## config.mk

```make
export PLATFORM = sky130hd
export DESIGN_NAME = quad_esc_pulse_generator_core_flat
export DESIGN_NICKNAME = d
export VERILOG_FILES = /design/src/rtl/core/qepg_pkg.sv /design/src/rtl/core/qepg_if.sv /design/src/rtl/core/qepg_cfg_regs.sv /design/src/rtl/core/qepg_pipe_ctrl.sv /design/src/rtl/core/qepg_frame_engine.sv /design/src/rtl/core/quad_esc_pulse_generator_core.sv /design/src/flat_wrapper.sv
export SDC_FILE = /design/constraint.sdc
export NUM_CORES = 1
export LEC_CHECK = 0
export BUFFER_PORTS_ARGS = -buffer_cell sky130_fd_sc_hd__buf_2
export CAP_MARGIN = 15
export CORE_ASPECT_RATIO = 0.9
export CORE_MARGIN = 8
export CORE_UTILIZATION = 35
export DETAILED_ROUTE_END_ITERATION = 8
export PLACE_DENSITY = 0.51
export SLEW_MARGIN = 20
export SYNTH_ARGS = -nofsm -noshare
export SYNTH_HDL_FRONTEND = slang
export SYNTH_HIERARCHICAL = 1
export SYNTH_SLANG_ARGS = --single-unit
export TNS_END_PERCENT = 100
```

## constraint.sdc

```tcl
create_clock -name i_clk -period 8.9 [get_ports i_clk]
set_input_delay 0.89 -clock i_clk [delete_from_list [all_inputs] [get_ports i_clk]]
set_output_delay 0.89 -clock i_clk [all_outputs]
set_load 0.1 [all_outputs]
```

## src/rtl/core/qepg_pkg.sv

```systemverilog
// qepg_pkg: shared types and constants for the quad esc pulse generator
// no dependencies; used by every file under rtl/core except qepg_if

package qepg_pkg;

    // number of pulse channels (front left, front right, rear left, rear right)
    localparam int NUM_CHAN = 4;

    // channel slots in the width and level vectors
    localparam int CH_FRONT_LEFT  = 0;
    localparam int CH_FRONT_RIGHT = 1;
    localparam int CH_REAR_LEFT   = 2;
    localparam int CH_REAR_RIGHT  = 3;

    // register reset values in ticks
    localparam int MIN_WIDTH_RESET = 1000;
    localparam int MAX_WIDTH_RESET = 2000;
    localparam int FRAME_GAP_RESET = 500;

    // apb port geometry
    localparam int APB_ADDR_W = 4;
    localparam int APB_DATA_W = 32;

    // register index (word address)
    typedef enum logic [1:0] {
        REG_MIN_WIDTH = 2'd0,
        REG_MAX_WIDTH = 2'd1,
        REG_FRAME_GAP = 2'd2
    } t_reg_idx;

    // handshake control between the pipeline controller and the datapath
    typedef struct packed {
        logic s1_load;   // input register takes a new transfer
        logic advance;   // input register moves into the result register
    } t_pipe_ctl;

endpackage

```

## src/rtl/core/qepg_if.sv

```systemverilog
// qepg_if: valid/ready channel interfaces for width requests and pulse levels
// depends on nothing; instantiated around quad_esc_pulse_generator_core

interface qepg_in_if #(
    parameter int WIDTH_BITS = 12
);
    logic                  valid;
    logic                  ready;
    logic [WIDTH_BITS-1:0] front_left_width;
    logic [WIDTH_BITS-1:0] front_right_width;
    logic [WIDTH_BITS-1:0] rear_left_width;
    logic [WIDTH_BITS-1:0] rear_right_width;

    modport source (
        output valid, front_left_width, front_right_width,
               rear_left_width, rear_right_width,
        input  ready
    );
    modport sink (
        input  valid, front_left_width, front_right_width,
               rear_left_width, rear_right_width,
        output ready
    );
endinterface

interface qepg_out_if;
    logic valid;
    logic ready;
    logic front_left_level;
    logic front_right_level;
    logic rear_left_level;
    logic rear_right_level;
    logic frame_start;

    modport source (
        output valid, front_left_level, front_right_level,
               rear_left_level, rear_right_level, frame_start,
        input  ready
    );
    modport sink (
        input  valid, front_left_level, front_right_level,
               rear_left_level, rear_right_level, frame_start,
        output ready
    );
endinterface

```

## src/rtl/core/qepg_cfg_regs.sv

```systemverilog
// qepg_cfg_regs: apb register file for min_width, max_width and frame_gap
// depends on qepg_pkg

module qepg_cfg_regs #(
    parameter int WIDTH_BITS = 12
) (
    input  logic                             i_clk,
    input  logic                             i_rst_n,
    input  logic                             psel,
    input  logic                             penable,
    input  logic                             pwrite,
    input  logic [qepg_pkg::APB_ADDR_W-1:0]  paddr,
    input  logic [qepg_pkg::APB_DATA_W-1:0]  pwdata,
    output logic [qepg_pkg::APB_DATA_W-1:0]  prdata,
    output logic                             pready,
    output logic [WIDTH_BITS-1:0]            o_min_width,
    output logic [WIDTH_BITS-1:0]            o_max_width,
    output logic [WIDTH_BITS-1:0]            o_frame_gap
);

    logic [WIDTH_BITS-1:0] r_min_width;
    logic [WIDTH_BITS-1:0] r_max_width;
    logic [WIDTH_BITS-1:0] r_frame_gap;
    logic                  wr_en;
    qepg_pkg::t_reg_idx    reg_idx;

    assign pready  = 1'b1;
    assign wr_en   = psel && penable && pwrite;
    assign reg_idx = qepg_pkg::t_reg_idx'(paddr[3:2]);

    always_ff @(posedge i_clk) begin
        if (!i_rst_n) begin
            r_min_width <= WIDTH_BITS'(qepg_pkg::MIN_WIDTH_RESET);
            r_max_width <= WIDTH_BITS'(qepg_pkg::MAX_WIDTH_RESET);
            r_frame_gap <= WIDTH_BITS'(qepg_pkg::FRAME_GAP_RESET);
        end else if (wr_en) begin
            case (reg_idx)
                qepg_pkg::REG_MIN_WIDTH: r_min_width <= pwdata[WIDTH_BITS-1:0];
                qepg_pkg::REG_MAX_WIDTH: r_max_width <= pwdata[WIDTH_BITS-1:0];
                qepg_pkg::REG_FRAME_GAP: r_frame_gap <= pwdata[WIDTH_BITS-1:0];
                default: ;  // unused index, write dropped
            endcase
        end
    end

    always_comb begin
        case (reg_idx)
            qepg_pkg::REG_MIN_WIDTH: prdata = qepg_pkg::APB_DATA_W'(r_min_width);
            qepg_pkg::REG_MAX_WIDTH: prdata = qepg_pkg::APB_DATA_W'(r_max_width);
            qepg_pkg::REG_FRAME_GAP: prdata = qepg_pkg::APB_DATA_W'(r_frame_gap);
            default:                 prdata = '0;
        endcase
    end

    assign o_min_width = r_min_width;
    assign o_max_width = r_max_width;
    assign o_frame_gap = r_frame_gap;

endmodule

```

## src/rtl/core/qepg_pipe_ctrl.sv

```systemverilog
// qepg_pipe_ctrl: valid tracking for the input and result registers
// depends on qepg_pkg

module qepg_pipe_ctrl (
    input  logic                i_clk,
    input  logic                i_rst_n,
    input  logic                i_in_valid,
    input  logic                i_out_ready,
    output logic                o_in_ready,
    output logic                o_s1_valid,
    output logic                o_out_valid,
    output qepg_pkg::t_pipe_ctl o_ctl
);

    logic r_s1_valid;
    logic r_out_valid;
    logic n_s1_valid;
    logic n_out_valid;
    logic advance;
    logic in_ready;

    // result register frees up when empty or being taken this cycle
    assign advance  = r_s1_valid && (!r_out_valid || i_out_ready);
    assign in_ready = !r_s1_valid || advance;

    always_comb begin
        n_s1_valid = r_s1_valid;
        if (i_in_valid && in_ready) begin
            n_s1_valid = 1'b1;
        end else if (advance) begin
            n_s1_valid = 1'b0;
        end

        n_out_valid = r_out_valid;
        if (advance) begin
            n_out_valid = 1'b1;
        end else if (i_out_ready) begin
            n_out_valid = 1'b0;
        end
    end

    always_ff @(posedge i_clk) begin
        if (!i_rst_n) begin
            r_s1_valid  <= 1'b0;
            r_out_valid <= 1'b0;
        end else begin
            r_s1_valid  <= n_s1_valid;
            r_out_valid <= n_out_valid;
        end
    end

    assign o_in_ready    = in_ready;
    assign o_s1_valid    = r_s1_valid;
    assign o_out_valid   = r_out_valid;
    assign o_ctl.s1_load = i_in_valid && in_ready;
    assign o_ctl.advance = advance;

endmodule

```

## src/rtl/core/qepg_frame_engine.sv

```systemverilog
// qepg_frame_engine: frame tick counter, width clamp/latch and level compare
// depends on qepg_pkg

module qepg_frame_engine #(
    parameter int WIDTH_BITS = 12
) (
    input  logic                                         i_clk,
    input  logic                                         i_rst_n,
    input  logic                                         i_step,
    input  logic [qepg_pkg::NUM_CHAN-1:0][WIDTH_BITS-1:0] i_width,
    input  logic [WIDTH_BITS-1:0]                        i_min_width,
    input  logic [WIDTH_BITS-1:0]                        i_max_width,
    input  logic [WIDTH_BITS-1:0]                        i_frame_gap,
    output logic [qepg_pkg::NUM_CHAN-1:0]                o_level,
    output logic                                         o_frame_start
);

    localparam int TW = WIDTH_BITS + 1;

    logic [TW-1:0]                                   r_frame_tick;
    logic [TW-1:0]                                   n_frame_tick;
    logic [qepg_pkg::NUM_CHAN-1:0][WIDTH_BITS-1:0]   r_latched;
    logic [qepg_pkg::NUM_CHAN-1:0][WIDTH_BITS-1:0]   clamped;
    logic [qepg_pkg::NUM_CHAN-1:0][WIDTH_BITS-1:0]   eff_width;
    logic [TW-1:0]                                   frame_len_raw;
    logic [TW-1:0]                                   frame_len;
    logic [TW:0]                                     tick_inc;
    logic                                            start;

    assign start         = (r_frame_tick == '0);
    assign frame_len_raw = {1'b0, i_max_width} + {1'b0, i_frame_gap};
    // zero length frame behaves as one tick
    assign frame_len     = (frame_len_raw == '0) ? TW'(1) : frame_len_raw;
    assign tick_inc      = {1'b0, r_frame_tick} + (TW+1)'(1);

    always_comb begin
        for (int k = 0; k < qepg_pkg::NUM_CHAN; k++) begin
            // upper test first, so an inverted range favors max_width
            if (i_width[k] > i_max_width) begin
                clamped[k] = i_max_width;
            end else if (i_width[k] < i_min_width) begin
                clamped[k] = i_min_width;
            end else begin
                clamped[k] = i_width[k];
            end
            eff_width[k] = start ? clamped[k] : r_latched[k];
            o_level[k]   = (r_frame_tick <= {1'b0, eff_width[k]});
        end
    end

    assign n_frame_tick  = (tick_inc >= {1'b0, frame_len}) ? '0 : tick_inc[TW-1:0];
    assign o_frame_start = start;

    always_ff @(posedge i_clk) begin
        if (!i_rst_n) begin
            r_frame_tick <= '0;
            r_latched    <= '0;
        end else if (i_step) begin
            r_frame_tick <= n_frame_tick;
            if (start) begin
                r_latched <= clamped;
            end
        end
    end

endmodule

```

## src/rtl/core/quad_esc_pulse_generator_core.sv

```systemverilog
// quad_esc_pulse_generator_core: four-channel rc servo style pulse generator
// flow: a width transfer is taken into the input register, then moves into the result register on o_out_ch
// throughput: one tick transfer per clock while o_out_ch is not blocked, set by the input and result registers
// reset: i_rst_n synchronous active low; registers return to 1000/2000/500 ticks,
// the frame counter clears so the first tick after reset starts a frame
// depends on qepg_pkg, qepg_if, qepg_cfg_regs, qepg_pipe_ctrl, qepg_frame_engine

module quad_esc_pulse_generator_core #(
    parameter int WIDTH_BITS = 12
) (
    input  logic                             i_clk,
    input  logic                             i_rst_n,
    // apb configuration port
    input  logic                             psel,
    input  logic                             penable,
    input  logic                             pwrite,
    input  logic [qepg_pkg::APB_ADDR_W-1:0]  paddr,
    input  logic [qepg_pkg::APB_DATA_W-1:0]  pwdata,
    output logic [qepg_pkg::APB_DATA_W-1:0]  prdata,
    output logic                             pready,
    // tick channel carrying the four requested widths
    qepg_in_if.sink                          i_in_ch,
    // result channel carrying the four levels and the frame start flag
    qepg_out_if.source                       o_out_ch
);

    // configuration values
    logic [WIDTH_BITS-1:0] min_width;
    logic [WIDTH_BITS-1:0] max_width;
    logic [WIDTH_BITS-1:0] frame_gap;

    // handshake control
    qepg_pkg::t_pipe_ctl   ctl;
    logic                  in_ready;
    logic                  s1_valid;
    logic                  out_valid;

    // input register: the tick's four requested widths
    logic [qepg_pkg::NUM_CHAN-1:0][WIDTH_BITS-1:0] r_s1_width;

    // engine results for the tick sitting in the input register
    logic [qepg_pkg::NUM_CHAN-1:0] eng_level;
    logic                          eng_frame_start;

    // result register
    logic [qepg_pkg::NUM_CHAN-1:0] r_level;
    logic                          r_frame_start;

    qepg_cfg_regs #(
        .WIDTH_BITS (WIDTH_BITS)
    ) u_cfg_regs (
        .i_clk       (i_clk),
        .i_rst_n     (i_rst_n),
        .psel        (psel),
        .penable     (penable),
        .pwrite      (pwrite),
        .paddr       (paddr),
        .pwdata      (pwdata),
        .prdata      (prdata),
        .pready      (pready),
        .o_min_width (min_width),
        .o_max_width (max_width),
        .o_frame_gap (frame_gap)
    );

    qepg_pipe_ctrl u_pipe_ctrl (
        .i_clk       (i_clk),
        .i_rst_n     (i_rst_n),
        .i_in_valid  (i_in_ch.valid),
        .i_out_ready (o_out_ch.ready),
        .o_in_ready  (in_ready),
        .o_s1_valid  (s1_valid),
        .o_out_valid (out_valid),
        .o_ctl       (ctl)
    );

    // capture the widths of an accepted tick transfer
    always_ff @(posedge i_clk) begin
        if (ctl.s1_load) begin
            r_s1_width[qepg_pkg::CH_FRONT_LEFT]  <= i_in_ch.front_left_width;
            r_s1_width[qepg_pkg::CH_FRONT_RIGHT] <= i_in_ch.front_right_width;
            r_s1_width[qepg_pkg::CH_REAR_LEFT]   <= i_in_ch.rear_left_width;
            r_s1_width[qepg_pkg::CH_REAR_RIGHT]  <= i_in_ch.rear_right_width;
        end
    end

    // frame state only steps when the tick moves into the result register,
    // so a stalled output never skips or repeats a tick
    qepg_frame_engine #(
        .WIDTH_BITS (WIDTH_BITS)
    ) u_frame_engine (
        .i_clk         (i_clk),
        .i_rst_n       (i_rst_n),
        .i_step        (ctl.advance),
        .i_width       (r_s1_width),
        .i_min_width   (min_width),
        .i_max_width   (max_width),
        .i_frame_gap   (frame_gap),
        .o_level       (eng_level),
        .o_frame_start (eng_frame_start)
    );

    always_ff @(posedge i_clk) begin
        if (ctl.advance) begin
            r_level       <= eng_level;
            r_frame_start <= eng_frame_start;
        end
    end

    assign i_in_ch.ready              = in_ready;
    assign o_out_ch.valid             = out_valid;
    assign o_out_ch.front_left_level  = r_level[qepg_pkg::CH_FRONT_LEFT];
    assign o_out_ch.front_right_level = r_level[qepg_pkg::CH_FRONT_RIGHT];
    assign o_out_ch.rear_left_level   = r_level[qepg_pkg::CH_REAR_LEFT];
    assign o_out_ch.rear_right_level  = r_level[qepg_pkg::CH_REAR_RIGHT];
    assign o_out_ch.frame_start       = r_frame_start;

    // every channel is high on the tick that opens a frame
    a_start_all_high: assert property (@(posedge i_clk) disable iff (!i_rst_n)
        out_valid && r_frame_start |-> (r_level == '1))
        else $error("frame start transfer with a low channel");

    // input side only stalls when both registers hold a tick and the output is blocked
    a_stall_reason: assert property (@(posedge i_clk) disable iff (!i_rst_n)
        !in_ready |-> (s1_valid && out_valid && !o_out_ch.ready))
        else $error("input stalled without a full pipeline");

    // within a frame a channel can only fall, never rise
    a_no_mid_rise: assert property (@(posedge i_clk) disable iff (!i_rst_n)
        ctl.advance && !eng_frame_start |-> ((eng_level & ~r_level) == '0))
        else $error("channel rose in the middle of a frame");

endmodule

```

## src/flat_wrapper.sv

```systemverilog
// flat-port wrapper written by rule: the top's interface ports become plain ports
module quad_esc_pulse_generator_core_flat 
#(
    parameter int WIDTH_BITS = 12
)
  (i_clk, i_rst_n, psel, penable, pwrite, paddr, pwdata, prdata, pready, i_in_ch_valid, i_in_ch_front_left_width, i_in_ch_front_right_width, i_in_ch_rear_left_width, i_in_ch_rear_right_width, i_in_ch_ready, o_out_ch_valid, o_out_ch_front_left_level, o_out_ch_front_right_level, o_out_ch_rear_left_level, o_out_ch_rear_right_level, o_out_ch_frame_start, o_out_ch_ready);
  qepg_in_if #(.WIDTH_BITS(WIDTH_BITS)) i_in_ch_i ();
  qepg_out_if o_out_ch_i ();
  input  logic i_clk;
  input  logic i_rst_n;
  input  logic psel;
  input  logic penable;
  input  logic pwrite;
  input  logic [qepg_pkg::APB_ADDR_W-1:0] paddr;
  input  logic [qepg_pkg::APB_DATA_W-1:0] pwdata;
  output logic [qepg_pkg::APB_DATA_W-1:0] prdata;
  output logic pready;
  input wire logic [$bits(i_in_ch_i.valid)-1:0] i_in_ch_valid;
  input wire logic [$bits(i_in_ch_i.front_left_width)-1:0] i_in_ch_front_left_width;
  input wire logic [$bits(i_in_ch_i.front_right_width)-1:0] i_in_ch_front_right_width;
  input wire logic [$bits(i_in_ch_i.rear_left_width)-1:0] i_in_ch_rear_left_width;
  input wire logic [$bits(i_in_ch_i.rear_right_width)-1:0] i_in_ch_rear_right_width;
  output wire logic [$bits(i_in_ch_i.ready)-1:0] i_in_ch_ready;
  output wire logic [$bits(o_out_ch_i.valid)-1:0] o_out_ch_valid;
  output wire logic [$bits(o_out_ch_i.front_left_level)-1:0] o_out_ch_front_left_level;
  output wire logic [$bits(o_out_ch_i.front_right_level)-1:0] o_out_ch_front_right_level;
  output wire logic [$bits(o_out_ch_i.rear_left_level)-1:0] o_out_ch_rear_left_level;
  output wire logic [$bits(o_out_ch_i.rear_right_level)-1:0] o_out_ch_rear_right_level;
  output wire logic [$bits(o_out_ch_i.frame_start)-1:0] o_out_ch_frame_start;
  input wire logic [$bits(o_out_ch_i.ready)-1:0] o_out_ch_ready;
  assign i_in_ch_i.valid = i_in_ch_valid;
  assign i_in_ch_i.front_left_width = i_in_ch_front_left_width;
  assign i_in_ch_i.front_right_width = i_in_ch_front_right_width;
  assign i_in_ch_i.rear_left_width = i_in_ch_rear_left_width;
  assign i_in_ch_i.rear_right_width = i_in_ch_rear_right_width;
  assign i_in_ch_ready = i_in_ch_i.ready;
  assign o_out_ch_valid = o_out_ch_i.valid;
  assign o_out_ch_front_left_level = o_out_ch_i.front_left_level;
  assign o_out_ch_front_right_level = o_out_ch_i.front_right_level;
  assign o_out_ch_rear_left_level = o_out_ch_i.rear_left_level;
  assign o_out_ch_rear_right_level = o_out_ch_i.rear_right_level;
  assign o_out_ch_frame_start = o_out_ch_i.frame_start;
  assign o_out_ch_i.ready = o_out_ch_ready;
  quad_esc_pulse_generator_core #(.WIDTH_BITS(WIDTH_BITS)) u_core (.i_clk(i_clk), .i_rst_n(i_rst_n), .psel(psel), .penable(penable), .pwrite(pwrite), .paddr(paddr), .pwdata(pwdata), .prdata(prdata), .pready(pready), .i_in_ch(i_in_ch_i), .o_out_ch(o_out_ch_i));
endmodule
```

==> results.md <==
* Hold Buf Count CTS at 0
* Crit Path Class: register to register
* Met2 WL at 16600 um
* CP arrival at 5.40 ns
* Cells after DPL at 1687
* Syn_area_per_cell at 9.38 sq um
* Reg2reg path depth at 16
* Overall routing resource usage at 0.200
* First-pass iteration count of the detailed router at 5
* RR Startpoint: u_core/u_cfg_regs/o_min_width[1]$_SDFFE_PN0P_
* Met1 WL at 18900 um
* Filler Cell Count at 3286
* Worst skew pair latency at 0.44 ns
* Maximum clock rate at 196 MHz
* Crit-path max FO at 12
* Met3 WL at 2330 um
* Area growth, synth to finish at 11.4%
* RD Place Congestion at 0.894
* YS warnings at 6
* Synth unique cells at 65
* Row count at 63
* Crit path from: u_core/u_cfg_regs/o_min_width[1]$_SDFFE_PN0P_
* Setup TNS Final at 0 ns
* Period utilization at 0.573
* CP Launch Type: register
* First-pass GRT wire length at 59000 um
* Drt drc at 0
* Chip Width at 207 um
* Clk_skew at 0.00960 ns
* Final Hold Vio Count at 0
* Fin. max-slew vios at 0
* Initial antenna violation count at 0
* CP required at 9.19 ns
* Largest net degree at the start of global routing at 49
* Worst setup path end: u_core/r_level[2]$_DFFE_PP_
* Hold Path Class: register to register
* Via count at 9763
* Remaining Overflow, GRT at 0
* Top Ports at 131
* Max-cap violations at 0
* Post-Synthesis Cells at 1221
* Clock buffer depth at 2
* Yosys reg bits at 152
* Initial DRC Count at 877
* CTS tree: yes
* R2R Setup Slk at 3.80 ns
* Clk slew on worst S/H paths at 0.07 ns
* Worst IR Drop VDD at 0.127 mV
* Reg-to-reg endpoint: u_core/r_level[2]$_DFFE_PP_
* Minimum clock period at 5.10 ns
* Final setup fails at 0
* Area of the core at 0.0326 sq mm
* Fin nets at 1543
* Clk sinks at 152
* CTS Buf Count at 17
* Finished Layout Cells at 1719
* Top routing layer in use: met4
* PwrDens at 154 mW/mm^2
* FFs w/ async S/R, synth at 0
* CTS H-tree lvls at 4
* Post-CTS sizing at 0
* Leakage power at 5.61 nW
* RSZ-0062 raised after global routing: no
* Mapped Area at 0.0115 sq mm
* Top FF cell, synth: dfxtp_1
* Status: complete, no violations
* Clock root cell: clkbuf_16
* Slew @ Worst Pin at 1.05 ns
* Inserted Diodes at 0
* WL per Instance at 22.6 um
* DRT Wirelength at 38800 um
* Share of layout cells above drive strength 1 at 0.153
* Post-route ant nets at 0
* Sequential cell area fraction in the yosys report at 0.312
* Die ar. at 0.0388 sq mm
* Avg Vias per Cell at 5.68
* Reg area at 0.00357 sq mm
* Multi-input combinational cell area at 0.00734 sq mm
* Vias in the first global route at 9388
* Setup Buffers After CTS at 0
* Dpl hpwl at 29700 um
* Headroom to the max-slew limit at 0.285
* Port Buffers at 87
* Critical Path Sink Type: register
* Starting density of the core at 0.352
* EDFF count, synth at 53
* Die Y at 188 um
==> worst min path at each step <==
stage	from	endpoint	cells after the start
after CTS	u_core/u_frame_engine/r_latched[11]$_SDFFE_PN0P_	u_core/u_frame_engine/r_latched[11]$_SDFFE_PN0P_	2
final	u_core/u_frame_engine/r_latched[26]$_SDFFE_PN0P_	u_core/u_frame_engine/r_latched[26]$_SDFFE_PN0P_	2
after floorplan	u_core/u_frame_engine/r_latched[0]$_SDFFE_PN0P_	u_core/u_frame_engine/r_latched[0]$_SDFFE_PN0P_	2
after global routing	u_core/u_frame_engine/r_latched[3]$_SDFFE_PN0P_	u_core/u_frame_engine/r_latched[3]$_SDFFE_PN0P_	2
after detailed placement	u_core/u_frame_engine/r_latched[27]$_SDFFE_PN0P_	u_core/u_frame_engine/r_latched[27]$_SDFFE_PN0P_	2
after global placement	u_core/u_frame_engine/r_latched[15]$_SDFFE_PN0P_	u_core/u_frame_engine/r_latched[15]$_SDFFE_PN0P_	2
==> cell families (layout without fill, tap and decap cells) <==
kind of cell             after synthesis  in the layout  share of synthesized area
other                                  2             21                   0.000655
AO/OA/AOI/OAI                        315            315                      0.209
flip-flops                           152            152                      0.312
multiplexers                          90             90                     0.0786
buffers and inverters                125            182                     0.0557
AND/OR/NAND/NOR                      352            352                      0.147
XOR/XNOR                              17             17                     0.0130
adder cells (fa/ha/maj)              168            168                      0.184
==> through the flow <==
stage / util / worst slack, ns / hold slack, ns / cell area, sq um / power (mW)
2_1_floorplan: - / 4.55 / 0.432 / 11500 / 1.11
4_1_cts: 0.392 / 3.79 / 0.466 / 12800 / 1.98
3_5_place_dp: 0.374 / 3.82 / 0.446 / 12200 / 1.23
6_report: 0.392 / 3.80 / 0.466 / 12800 / 1.96
5_1_grt: 0.392 / 3.54 / 0.482 / 12800 / 2.05
3_3_place_gp: 0.374 / 3.91 / 0.441 / 12200 / 1.23
==> synthesized netlist by cell type (all sizes together), types with 11 or more instances <==
| library cell | number | area share |
|---|---|---|
| nor2 | 50 | 0.016 |
| o21ai | 51 | 0.023 |
| nor3 | 11 | 0.0048 |
| buf | 45 | 0.029 |
| nor2b | 26 | 0.015 |
| mux2i | 90 | 0.079 |
| o221a | 38 | 0.037 |
| nand2 | 179 | 0.059 |
| o221ai | 39 | 0.030 |
| o21a | 12 | 0.0079 |
| a211oi | 14 | 0.010 |
| a21oi | 63 | 0.028 |
| a21boi | 11 | 0.0072 |
| nand3 | 20 | 0.0092 |
| xnor2 | 13 | 0.0099 |
| edfxtp | 53 | 0.14 |
| inv | 46 | 0.015 |
| clkbuf | 34 | 0.011 |
| nand4 | 18 | 0.0098 |
| dfxtp | 99 | 0.17 |
| a221o | 11 | 0.0096 |
| a21o | 25 | 0.016 |
| and3 | 19 | 0.010 |
| a221oi | 13 | 0.014 |
| ha | 167 | 0.18 |
==> final cells by class <==
type / instances / share of cell area
clock buffers: 18 / 0.0344
clock inverters: 14 / 0.0117
inverters: 46 / 0.0135
multi-input cells: 963 / 0.575
flip-flops and latches: 152 / 0.280
well taps: 422 / 0.0414
repair buffers: 104 / 0.0441
==> routing by layer <==
metal  global-route usage  vias up
met4               0.0607        0
li1                     -     4707
met1                0.295     4691
met2                0.294      325
met3               0.0304       40
met5                    0        -
==> layout by cell type, fill, tap and decap left out, types with 21 or more instances in the layout <==
cell        n
nand2_1   178
ha_1      167
dfxtp_1    99
mux2i_1    90
buf_2      87
a21oi_1    62
edfxtp_1   53
nor2_1     50
inv_1      46
o221ai_1   39
o221a_2    38
o21ai_0    36
nor2b_1    25
a21o_1     25
conb_1     21
==> flip-flops by register name (all words and copies together), names as in the netlist <==
register                            count
u_core/u_cfg_regs/o_max_width          12
u_core/o_out_ch.frame_start             1
u_core/u_cfg_regs/o_min_width          12
u_core/u_frame_engine/r_latched        48
u_core/u_pipe_ctrl/o_out_valid          1
u_core/r_level                          4
u_core/u_cfg_regs/o_frame_gap          12
u_core/u_frame_engine/r_frame_tick     13
u_core/r_s1_width                      48
u_core/u_pipe_ctrl/o_s1_valid           1
==> critical path: stages, from the launching register on <==
cell and delay, ns:
dfxtp_1 0.49, inv_1 0.18, ha_1 0.31, a21boi_0 0.15, o21ai_0 0.09, a2111oi_0 0.90, o221a_2 0.68, mux2i_1 0.42
o221a_2 0.28, ha_1 0.24, nor2b_1 0.14, o21a_1 0.16, o21a_1 0.16, o21ai_0 0.15, a21oi_1 0.08, o311ai_0 0.33
a211o_1 0.20
==> report_power, final <==
part / internal (mW) / switching, mW
logic: 0.149 / 0.292
registers: 0.753 / 0.0315
clock network: 0.393 / 0.346
total: 1.29 / 0.669
Power figures use the tool's default switching activity.
